<file path="config.mk">
export PLATFORM = sky130hd
export DESIGN_NAME = two_digit_rainbow_segment_pixels
export DESIGN_NICKNAME = d
export VERILOG_FILES = /design/src/hw/rtl/tdrsp_pkg.sv /design/src/hw/rtl/tdrsp_front.sv /design/src/hw/rtl/tdrsp_queue.sv /design/src/hw/rtl/tdrsp_back.sv /design/src/hw/rtl/two_digit_rainbow_segment_pixels.sv
export SDC_FILE = /design/constraint.sdc
export NUM_CORES = 1
export LEC_CHECK = 0
export ABC_CLOCK_PERIOD_IN_PS = 8300
export BUFFER_PORTS_ARGS = -buffer_cell sky130_fd_sc_hd__buf_2
export CORE_UTILIZATION = 50
export CTS_CLUSTER_DIAMETER = 60
export DETAILED_ROUTE_END_ITERATION = 10
export GPL_ROUTABILITY_DRIVEN = 0
export GPL_TIMING_DRIVEN = 0
export PLACE_DENSITY = 0.67
export SLEW_MARGIN = 15
export SYNTH_ARGS = -nofsm -noshare
export SYNTH_HDL_FRONTEND = slang
export SYNTH_SLANG_ARGS = --single-unit
</file>
<file path="constraint.sdc">
create_clock -name clk -period 8.3 [get_ports clk]
set_input_delay 0.415 -clock clk [delete_from_list [all_inputs] [get_ports clk]]
set_output_delay 0.415 -clock clk [all_outputs]
set_load 0.01 [all_outputs]
</file>
<file path="src/hw/rtl/tdrsp_pkg.sv">
// ----------------------------------------------------------------------------
// tdrsp_pkg
// Shared types, constants and the digit segment table.
// ----------------------------------------------------------------------------
package tdrsp_pkg;

    localparam int unsigned TEMP_W           = 7;
    localparam int unsigned COLOR_W          = 8;
    localparam int unsigned IDX_W            = 4;
    localparam int unsigned DIGIT_W          = 4;
    localparam int unsigned SEG_W            = 7;
    localparam int unsigned PIXELS_PER_DIGIT = 7;
    localparam int unsigned PIXELS_PER_ITEM  = 2 * PIXELS_PER_DIGIT;

    localparam logic [TEMP_W-1:0]  TEMP_MAX      = 7'd99;
    localparam logic [IDX_W-1:0]   IDX_LAST      = IDX_W'(PIXELS_PER_ITEM - 1);
    localparam logic [IDX_W-1:0]   IDX_DIGIT_END = IDX_W'(PIXELS_PER_DIGIT);
    localparam logic [COLOR_W-1:0] COLOR_FULL    = 8'd255;

    // Segment lamps of one digit, pattern bits 7 down to 1 kept as [6:0]
    typedef logic [SEG_W-1:0] seg_t;

    // One queued display job: ramp colour and both digit patterns
    typedef struct packed {
        logic [COLOR_W-1:0] green;
        logic [COLOR_W-1:0] red;
        logic [COLOR_W-1:0] blue;
        seg_t               tens_seg;
        seg_t               units_seg;
    } job_t;

    // Queue head as seen by the pixel sequencer
    typedef struct packed {
        logic valid;
        job_t job;
    } head_t;

    function automatic logic [7:0] seg_pattern(input logic [DIGIT_W-1:0] digit);
        logic [7:0] pat;
        case (digit)
            4'd0:    pat = 8'b1111_1100;
            4'd1:    pat = 8'b0001_1000;
            4'd2:    pat = 8'b1011_0110;
            4'd3:    pat = 8'b0011_1110;
            4'd4:    pat = 8'b0101_1010;
            4'd5:    pat = 8'b0110_1110;
            4'd6:    pat = 8'b1110_1110;
            4'd7:    pat = 8'b0011_1000;
            4'd8:    pat = 8'b1111_1110;
            4'd9:    pat = 8'b0111_1110;
            default: pat = 8'b0000_0000;
        endcase
        return pat;
    endfunction

endpackage

</file>
<file path="src/hw/rtl/tdrsp_front.sv">
// ----------------------------------------------------------------------------
// tdrsp_front
// Clamps the temperature, splits it into digits and picks the ramp colour.
// ----------------------------------------------------------------------------
module tdrsp_front
(
    input  logic                             in_valid,
    input  logic [tdrsp_pkg::TEMP_W-1:0]     temperature,
    input  logic                             queue_full,
    output logic                             in_stall,
    output logic                             push,
    output tdrsp_pkg::job_t                  job
);

    logic [tdrsp_pkg::TEMP_W-1:0]  temp_clamped;
    logic [14:0]                   tens_prod;
    logic [tdrsp_pkg::DIGIT_W-1:0] tens;
    logic [tdrsp_pkg::TEMP_W-1:0]  tens_x10;
    logic [tdrsp_pkg::DIGIT_W-1:0] units;
    logic [7:0]                    ramp_pos;
    logic [9:0]                    ramp_n;
    logic [9:0]                    ramp_over;
    logic [7:0]                    ramp_m;
    logic [7:0]                    tens_pat;
    logic [7:0]                    units_pat;

    assign in_stall = queue_full;
    assign push     = in_valid && !queue_full;

    always_comb
    begin
        temp_clamped = (temperature > tdrsp_pkg::TEMP_MAX) ? tdrsp_pkg::TEMP_MAX : temperature;
        // divide by ten: multiply by 205/2048, exact over the clamped range 0 to 99
        tens_prod    = 15'(temp_clamped) * 15'd205;
        tens         = tens_prod[14:11];
        tens_x10     = 7'({tens, 3'b000}) + 7'({tens, 1'b0});
        units        = 4'(temp_clamped - tens_x10);

        ramp_pos     = {tens, units};
        ramp_n       = 10'({ramp_pos, 2'b00}) + 10'(ramp_pos) + 10'd1;
        ramp_over    = ramp_n - 10'(tdrsp_pkg::COLOR_FULL);
        ramp_m       = (ramp_over > 10'(tdrsp_pkg::COLOR_FULL)) ? tdrsp_pkg::COLOR_FULL
                                                                 : ramp_over[7:0];

        tens_pat     = tdrsp_pkg::seg_pattern(tens);
        units_pat    = tdrsp_pkg::seg_pattern(units);

        if (ramp_n <= 10'(tdrsp_pkg::COLOR_FULL))
        begin
            job.green = ramp_n[7:0];
            job.blue  = tdrsp_pkg::COLOR_FULL - ramp_n[7:0];
            job.red   = '0;
        end
        else
        begin
            job.red   = ramp_m;
            job.green = tdrsp_pkg::COLOR_FULL - ramp_m;
            job.blue  = '0;
        end
        job.tens_seg  = tens_pat[7:1];
        job.units_seg = units_pat[7:1];
    end

endmodule

</file>
<file path="src/hw/rtl/tdrsp_queue.sv">
// ----------------------------------------------------------------------------
// tdrsp_queue
// Short job queue between the classifier and the pixel sequencer.
// ----------------------------------------------------------------------------
module tdrsp_queue
#(
    parameter int unsigned DEPTH = 2
)
(
    input  logic            clk,
    input  logic            rst_n,
    input  logic            push,
    input  tdrsp_pkg::job_t push_job,
    input  logic            pop,
    output logic            full,
    output tdrsp_pkg::head_t head
);

    localparam int unsigned PTR_W = (DEPTH > 1) ? $clog2(DEPTH) : 1;
    localparam int unsigned CNT_W = $clog2(DEPTH + 1);

    tdrsp_pkg::job_t   entry_reg [DEPTH];
    logic [PTR_W-1:0]  wr_ptr_reg, wr_ptr_next;
    logic [PTR_W-1:0]  rd_ptr_reg, rd_ptr_next;
    logic [CNT_W-1:0]  count_reg, count_next;
    logic              do_pop;

    assign full     = (count_reg == CNT_W'(DEPTH));
    assign head.valid = (count_reg != '0);
    assign head.job   = entry_reg[rd_ptr_reg];
    assign do_pop   = pop && head.valid;

    always_comb
    begin
        wr_ptr_next = wr_ptr_reg;
        rd_ptr_next = rd_ptr_reg;
        count_next  = count_reg;
        if (push)
        begin
            wr_ptr_next = (wr_ptr_reg == PTR_W'(DEPTH - 1)) ? '0 : wr_ptr_reg + 1'b1;
        end
        if (do_pop)
        begin
            rd_ptr_next = (rd_ptr_reg == PTR_W'(DEPTH - 1)) ? '0 : rd_ptr_reg + 1'b1;
        end
        if (push && !do_pop)
        begin
            count_next = count_reg + 1'b1;
        end
        else if (do_pop && !push)
        begin
            count_next = count_reg - 1'b1;
        end
    end

    always_ff @(posedge clk or negedge rst_n)
    begin
        if (!rst_n)
        begin
            wr_ptr_reg <= '0;
            rd_ptr_reg <= '0;
            count_reg  <= '0;
        end
        else
        begin
            wr_ptr_reg <= wr_ptr_next;
            rd_ptr_reg <= rd_ptr_next;
            count_reg  <= count_next;
        end
    end

    always_ff @(posedge clk)
    begin
        if (push)
        begin
            entry_reg[wr_ptr_reg] <= push_job;
        end
    end

endmodule

</file>
<file path="src/hw/rtl/tdrsp_back.sv">
// ----------------------------------------------------------------------------
// tdrsp_back
// Walks the fourteen segment pixels of the head job into an output register.
// ----------------------------------------------------------------------------
module tdrsp_back
(
    input  logic                              clk,
    input  logic                              rst_n,
    input  tdrsp_pkg::head_t                  head,
    output logic                              pop,
    output logic                              out_valid,
    input  logic                              out_stall,
    output logic [tdrsp_pkg::COLOR_W-1:0]     green,
    output logic [tdrsp_pkg::COLOR_W-1:0]     red,
    output logic [tdrsp_pkg::COLOR_W-1:0]     blue,
    output logic [tdrsp_pkg::IDX_W-1:0]       pixel_index,
    output logic                              last_pixel
);

    logic [tdrsp_pkg::IDX_W-1:0]   idx_reg, idx_next;
    logic                          valid_reg, valid_next;
    logic [tdrsp_pkg::COLOR_W-1:0] green_reg, red_reg, blue_reg;
    logic [tdrsp_pkg::IDX_W-1:0]   pix_reg;
    logic                          last_reg;

    logic                          advance;
    logic                          emit;
    logic                          in_units;
    logic [tdrsp_pkg::IDX_W-1:0]   seg_k;
    tdrsp_pkg::seg_t               seg_sel;
    logic                          lit;
    logic                          at_last;

    assign advance  = !valid_reg || !out_stall;
    assign emit     = advance && head.valid;
    assign at_last  = (idx_reg == tdrsp_pkg::IDX_LAST);
    assign pop      = emit && at_last;

    always_comb
    begin
        in_units = (idx_reg >= tdrsp_pkg::IDX_DIGIT_END);
        seg_k    = in_units ? idx_reg - tdrsp_pkg::IDX_DIGIT_END : idx_reg;
        seg_sel  = in_units ? head.job.units_seg : head.job.tens_seg;
        // scan from the top pattern bit down
        lit      = seg_sel[3'(tdrsp_pkg::SEG_W - 1) - seg_k[2:0]];

        idx_next   = idx_reg;
        valid_next = valid_reg;
        if (emit)
        begin
            valid_next = 1'b1;
            idx_next   = at_last ? '0 : idx_reg + 1'b1;
        end
        else if (advance)
        begin
            valid_next = 1'b0;
        end
    end

    always_ff @(posedge clk or negedge rst_n)
    begin
        if (!rst_n)
        begin
            idx_reg   <= '0;
            valid_reg <= 1'b0;
        end
        else
        begin
            idx_reg   <= idx_next;
            valid_reg <= valid_next;
        end
    end

    always_ff @(posedge clk)
    begin
        if (emit)
        begin
            green_reg <= lit ? head.job.green : '0;
            red_reg   <= lit ? head.job.red   : '0;
            blue_reg  <= lit ? head.job.blue  : '0;
            pix_reg   <= idx_reg;
            last_reg  <= at_last;
        end
    end

    assign out_valid   = valid_reg;
    assign green       = green_reg;
    assign red         = red_reg;
    assign blue        = blue_reg;
    assign pixel_index = pix_reg;
    assign last_pixel  = last_reg;

endmodule

</file>
<file path="src/hw/rtl/two_digit_rainbow_segment_pixels.sv">
// With the block idle, an accepted temperature is written into the job queue, and its first
// pixel is then registered onto the outputs, where the receiver takes it while out_stall is low.
// Fourteen pixels go out per temperature, one a cycle while out_stall is low; the pixel
// sequencer walking the queue head sets that rate.
// The job queue lets new temperatures in while pixels of an earlier one still go out.
// Reset (rst_n low, asynchronous) empties the queue, rewinds the pixel counter
// and drops the output valid.
// ----------------------------------------------------------------------------
// two_digit_rainbow_segment_pixels
// Turns a temperature into 14 coloured seven-segment pixels, tens digit first.
// ----------------------------------------------------------------------------
module two_digit_rainbow_segment_pixels
#(
    parameter int unsigned QUEUE_DEPTH = 2
)
(
    input  logic                              clk,
    input  logic                              rst_n,
    input  logic                              in_valid,
    output logic                              in_stall,
    input  logic [tdrsp_pkg::TEMP_W-1:0]      temperature,
    output logic                              out_valid,
    input  logic                              out_stall,
    output logic [tdrsp_pkg::COLOR_W-1:0]     green,
    output logic [tdrsp_pkg::COLOR_W-1:0]     red,
    output logic [tdrsp_pkg::COLOR_W-1:0]     blue,
    output logic [tdrsp_pkg::IDX_W-1:0]       pixel_index,
    output logic                              last_pixel
);

    logic             push;
    logic             pop;
    logic             queue_full;
    tdrsp_pkg::job_t  job;
    tdrsp_pkg::head_t head;

    tdrsp_front u_front
    (
        .in_valid    (in_valid),
        .temperature (temperature),
        .queue_full  (queue_full),
        .in_stall    (in_stall),
        .push        (push),
        .job         (job)
    );

    tdrsp_queue
    #(
        .DEPTH (QUEUE_DEPTH)
    )
    u_queue
    (
        .clk      (clk),
        .rst_n    (rst_n),
        .push     (push),
        .push_job (job),
        .pop      (pop),
        .full     (queue_full),
        .head     (head)
    );

    tdrsp_back u_back
    (
        .clk         (clk),
        .rst_n       (rst_n),
        .head        (head),
        .pop         (pop),
        .out_valid   (out_valid),
        .out_stall   (out_stall),
        .green       (green),
        .red         (red),
        .blue        (blue),
        .pixel_index (pixel_index),
        .last_pixel  (last_pixel)
    );

endmodule

</file>
# == Word level (Yosys, flattened, before mapping) ==
# Memories as Yosys holds them, arrays and structs flattened.
# Index checks and enable logic that the tools add are counted.
# word_totals
romBits,224
reg_bits,38
wordCells,66
mem_bits_rw,76
n_memories,3
# mem_list
memory,depth,word_bits,read_ports,rd_clocked_by_memory_dff,write_ports,line,source
(no name shown),16,7,1,0,0,tdrsp_pkg.sv:40,case (digit)
(no name shown),16,7,1,0,0,tdrsp_pkg.sv:40,
u_queue.entry_reg,2,38,1,0,1,tdrsp_queue.sv:22,tdrsp_pkg::job_t entry_reg [DEPTH];
# op_classes
n_lt_le_gt_ge,5
n_mux,16
n_eq_ne,2
n_mul,1
n_addsub,14
n_reduce_logical,15
# op_table
op,count
2-to-1 mux 24 bit,1
subtractor 8 bit (first input constant),2
multiplier 7 x 8 -> 15 bit (second input constant),1
2-to-1 mux 7 bit,2
adder 10 x 1 -> 10 bit (second input constant),1
adder 10 x 8 -> 10 bit,1
greater-than comparator 10 x 8 -> 1 bit (second input constant),1
<= comparator 10 x 8 -> 1 bit (second input constant),1
subtractor 10 x 8 -> 10 bit (second input constant),1
2-to-1 mux 8 bit,1
greater-than comparator 7 bit (second input constant),1
2-to-1 mux 1 bit,7
logical AND 1 bit,6
nonzero test 2 bit,3
logical NOT 1 bit,5
adder 4 x 1 -> 4 bit (second input constant),1
adder 4 bit,1
equality test 4 bit (second input constant),1
greater-or-equal comparator 4 x 3 -> 1 bit (second input constant),1
less-than comparator 3 x 4 -> 1 bit (second input constant),1
2-to-1 mux 2 bit,2
2-to-1 mux 4 bit,1
subtractor 4 bit,1
binary-select mux 1 bit (select 3 bit),1
8 further kinds,9

# == Depth between registers and ports, before layout ==
# depth
word_depth,12
ltp_mapped,35
depth_no_buf,33

# == By module ==
# From an unflattened synthesis, not the netlist that was laid out.
# unflattened
cells_unflattened,542
hier_area_um2,6965.4
# modules_own_cells
module,instances,area_per_inst_um2,seq_area_each_um2,cells_each
tdrsp_queue,1,2977.9,2382.3,134
tdrsp_front,1,2333.5,0.0,301
tdrsp_back,1,1654.1,996.0,107

# == Least setup slack after synthesis ==
# Ideal clock, no wire load.
# synth_timing
path_type,input to register
from,in temperature[4] (netlist bit)
to,mem u_queue.entry_reg[0][34] (netlist bit) (data pin)
stages,34
arrival_ns,8.327
setup_ns,0.265
setup_slack_ns,-0.292
path_cell_list,o311ai_0 > nand2b_1 > ha_1 > ha_1 > inv_1 > fa_1 > inv_1 > fa_1 > ha_1 > and3_1 > a311o_1 > a221oi_1 > o21bai_1 > xnor2_1 > inv_1 > ha_1 > clkbuf_2 > xnor2_1 > xnor2_1 > nor2_1 > a21oi_1 > inv_1 > ha_1 > inv_1 > nor2_1 > o21ai_0 > a31oi_1 > o31a_1 > o21a_1 > o21ai_0 > xnor2_1 > buf_2 > o21ai_0 > a311o_1
# synth_rtl
element,line,source
from (decl),two_digit_rainbow_segment_pixels.sv:21,"input logic [tdrsp_pkg::TEMP_W-1:0] temperature,"
to (decl),tdrsp_queue.sv:22,

==> results.tsv <==
stage	metric	value	unit
clock_tree	cts_buffers	17	
worst_setup_path	slowest_delay	0.56	ns
worst_setup_path	reg2reg_slack	5.26	ns
clock_tree	clock_path_buffers	2	
global_routing	grt_pass1_wl	19.82	mm
logic_synthesis	synth_top_area_cell	edfxtp_1	
worst_setup_path	cp-start-kind	input port	
timing	layout_setup_ws	0.4102	ns
clock_tree	clkSinkCount	114	
worst_setup_path	required	8.43	ns
global_routing	grt_max_degree	35	
worst_setup_path	rr_startpoint	u_queue.rd_ptr_reg	
logic_synthesis	synth_edf_count	105	
logic_synthesis	yosys_warnings	0	
worst_setup_path	cpMaxStageDelayCell	fa_1	
placement	dpl-instance-area	7038	µm²
clock_tree	cts_tree	done	
timing	finalSetupViolCount	0	
logic_synthesis	synthTopCellsByArea	edfxtp_1, ha_1, mux2i_1	
global_routing	gr-usage-all-layers	19.31	%
drt	top_layer	met4	
final_layout	fillCellCount	1054	
timing	hold_viol	0	
worst_setup_path	cp_data_arrival_time	8.02	ns
logic_synthesis	ys_ff_latch	114	
status	outcome	completed	
die	dieArea	13570	µm²
logic_synthesis	yosys.area_share.adder	13.52	%
final_layout	layout_commonest_cell	edfxtp_1	
placement	portBuffers	41	
logic_synthesis	async_flop_share	7.895	%
drt	wl_met3	494	µm
drt	postRouteAntennaNets	0	
drt	met1_length	5.506	mm
logic_synthesis	ys_seq_area_share	51.55	%
logic_synthesis	synth_cells	533	
timing	max_freq	0.1267	GHz
die	die_width	116.5	µm
drt	routed_wirelength	12.09	mm
drt	firstDrtPassIters	4	
global_routing	antenna_found_initial	0	
die	die-height	116.5	µm
timing	tightest_slew	0.8246	ns
placement	post-dp-hpwl	8.824	mm
clock_tree	clkLatencyLatePin	0.40	ns
logic_synthesis	synth_nets	610	
logic_synthesis	yosys.area_share.simple	10.16	%
final_layout	drive_above_1_share	19.67	%
job	maxCapViolCount	0	
final_layout	fin_nets	679	
timing	period_share	95.06	%
drt	drtIter0Drc	363	
timing	max-slew-margin-rel	44.70	%
drt	viasPerCell	5.531	
die	initial_core_util	51.51	%
worst_setup_path	cp_max_fo	10	
timing	skew	0.01010	ns
clock_tree	cts_root_buffer	clkbuf_16	
worst_setup_path	crit_type	in -> reg	
logic_synthesis	ys.flop_type	edfxtp_1	
logic_synthesis	synth_area	6554	µm²
worst_setup_path	path_buf_inv	7	
final_layout	final_cell_mix	edfxtp_1, ha_1, nor2_1, buf_2, inv_1	
worst_setup_path	r2r_cells	7	
logic_synthesis	synth_mux_area_share	6.854	%
logic_synthesis	synth_compound_area_share	11.02	%
drt	wl_met2	5.965	mm
drt	wl_per_cell	15.36	µm
global_routing	overflow	0	
placement	dp_slack	-1.677	ns
die	fp-row-count	41	
worst_hold_path	min_path_type	in -> reg	
worst_setup_path	worstSetupEndpoint	u_queue.entry_reg[0][34]	
drt	vias	4353	
timing	min_period	7.890	ns
logic_synthesis	synth_top_family_by_area	adder cells	
final_layout	n_antenna_cell	0	
final_layout	final_area	7747	µm²
final_layout	syn2layout_area_growth	18.21	%
logic_synthesis	synth_xor_area_share	3.436	%
worst_setup_path	worstReg2RegEnd	u_back.blue[6]	
global_routing	grt_pass1_vias	4121	
worst_setup_path	critical_path.startpoint	temperature[5]	
clock_tree	cts_max_level	4	
drt	post-route-drc-count	0	
logic_synthesis	yosysTopAreaCellShare	48.11	%
timing	slew_violations	0	
worst_setup_path	critPathTopFamily	adder cells	
logic_synthesis	ys_types	63	
worst_setup_path	end_kind	flop	
logic_synthesis	syn_avg_cell_area	12.30	µm²
worst_setup_path	path_depth	34	
final_layout	largest_reg_flops	76	
clock_tree	clkTransAtPathRegs	0.05	ns
die	coreArea	12720	µm²
die	pin_count	42	
==> synth_stat cells, types with 2 or more instances <==
master	n
a211o_1	3
a211oi_1	3
a21boi_0	2
a21o_1	3
a21oi_1	28
a221o_1	2
a22o_1	2
a311o_1	3
a311oi_1	2
a31oi_1	9
and2_1	6
and3_1	7
buf_1	2
buf_2	4
clkbuf_1	10
dfrtp_1	9
edfxtp_1	105
fa_1	8
ha_1	58
inv_1	39
mux2i_1	28
mux4_2	7
nand2_1	20
nand2b_1	8
nand3_1	11
nand4_1	3
nor2_1	51
nor2b_1	4
nor3_1	7
nor3_2	2
nor4_1	4
o21a_1	2
o21ai_0	21
o21bai_1	2
o22ai_1	6
o31ai_1	2
or3_1	3
xnor2_1	17
xor2_1	6
==> tightest hold or removal path, delay by kind of cell <==
family        cells  cell delay [ns]
buf+inv           1             0.08
simple gates      2             0.10
==> worst min-delay path by stage <==
stage	start	to	slack [ns]	cells past startpoint
after floorplan	rst_n	u_back.idx_reg[0]	0.12	0
after global placement	rst_n	u_back.out_valid	0.28	1
after detailed placement	rst_n	u_back.out_valid	0.28	1
after CTS	out_stall	u_back.out_valid	0.22	3
after global routing	out_stall	u_back.out_valid	0.25	3
final	out_stall	u_back.out_valid	0.23	3
==> area by class of cell <==
type                       count  area (µm²)  area share [%]
buffer                        18       83.83           1.082
clock inverter                12       140.1           1.809
inverter                      39       146.4           1.890
timing repair buffer          50       300.3           3.876
clock buffer                  20       436.7           5.636
tap                          172       215.2           2.778
sequential                   114        3378           43.60
multi-input combinational    362        3047           39.32
==> metrics by stage <==
| stage | setup TNS (ns) | util, % | instances | hold slack [ns] |
|---|---|---|---|---|
| after floorplan | 0 | - | 533 | 0.1194 |
| after global placement | -57.72 | 54.94 | 746 | 0.2795 |
| after detailed placement | -65.52 | 55.32 | 748 | 0.2810 |
| after CTS | 0 | 60.34 | 784 | 0.2207 |
| after global routing | -0.02431 | 60.90 | 787 | 0.2529 |
| final | 0 | 60.90 | 787 | 0.2254 |
==> logic make-up after synthesis <==
kind of cell	count (synthesis)
AO/OA/AOI/OAI	102
multiplexers	36
flip-flops	114
AND/OR/NAND/NOR	134
XOR/XNOR	24
adder cells (fa/ha/maj)	66
buffers and inverters	57
==> routing by layer <==
layer	vias up	track usage, %
met5	-	0
met1	2098	24.85
met2	120	32.70
met3	13	4.152
li1	2122	-
met4	0	5.812
==> repair_timing <==
item	4_1_cts	5_1_grt
endpoints found under the hold margin	9	0
hold buffers	1	0
pin swaps	2	2
setup endpoints to repair	48	48
gates resized for setup	6	12
setup buffers	3	3
Power is left out: the tool's default activity adds up to more than one toggle a clock period on the data nets, which glitch-free logic cannot reach.
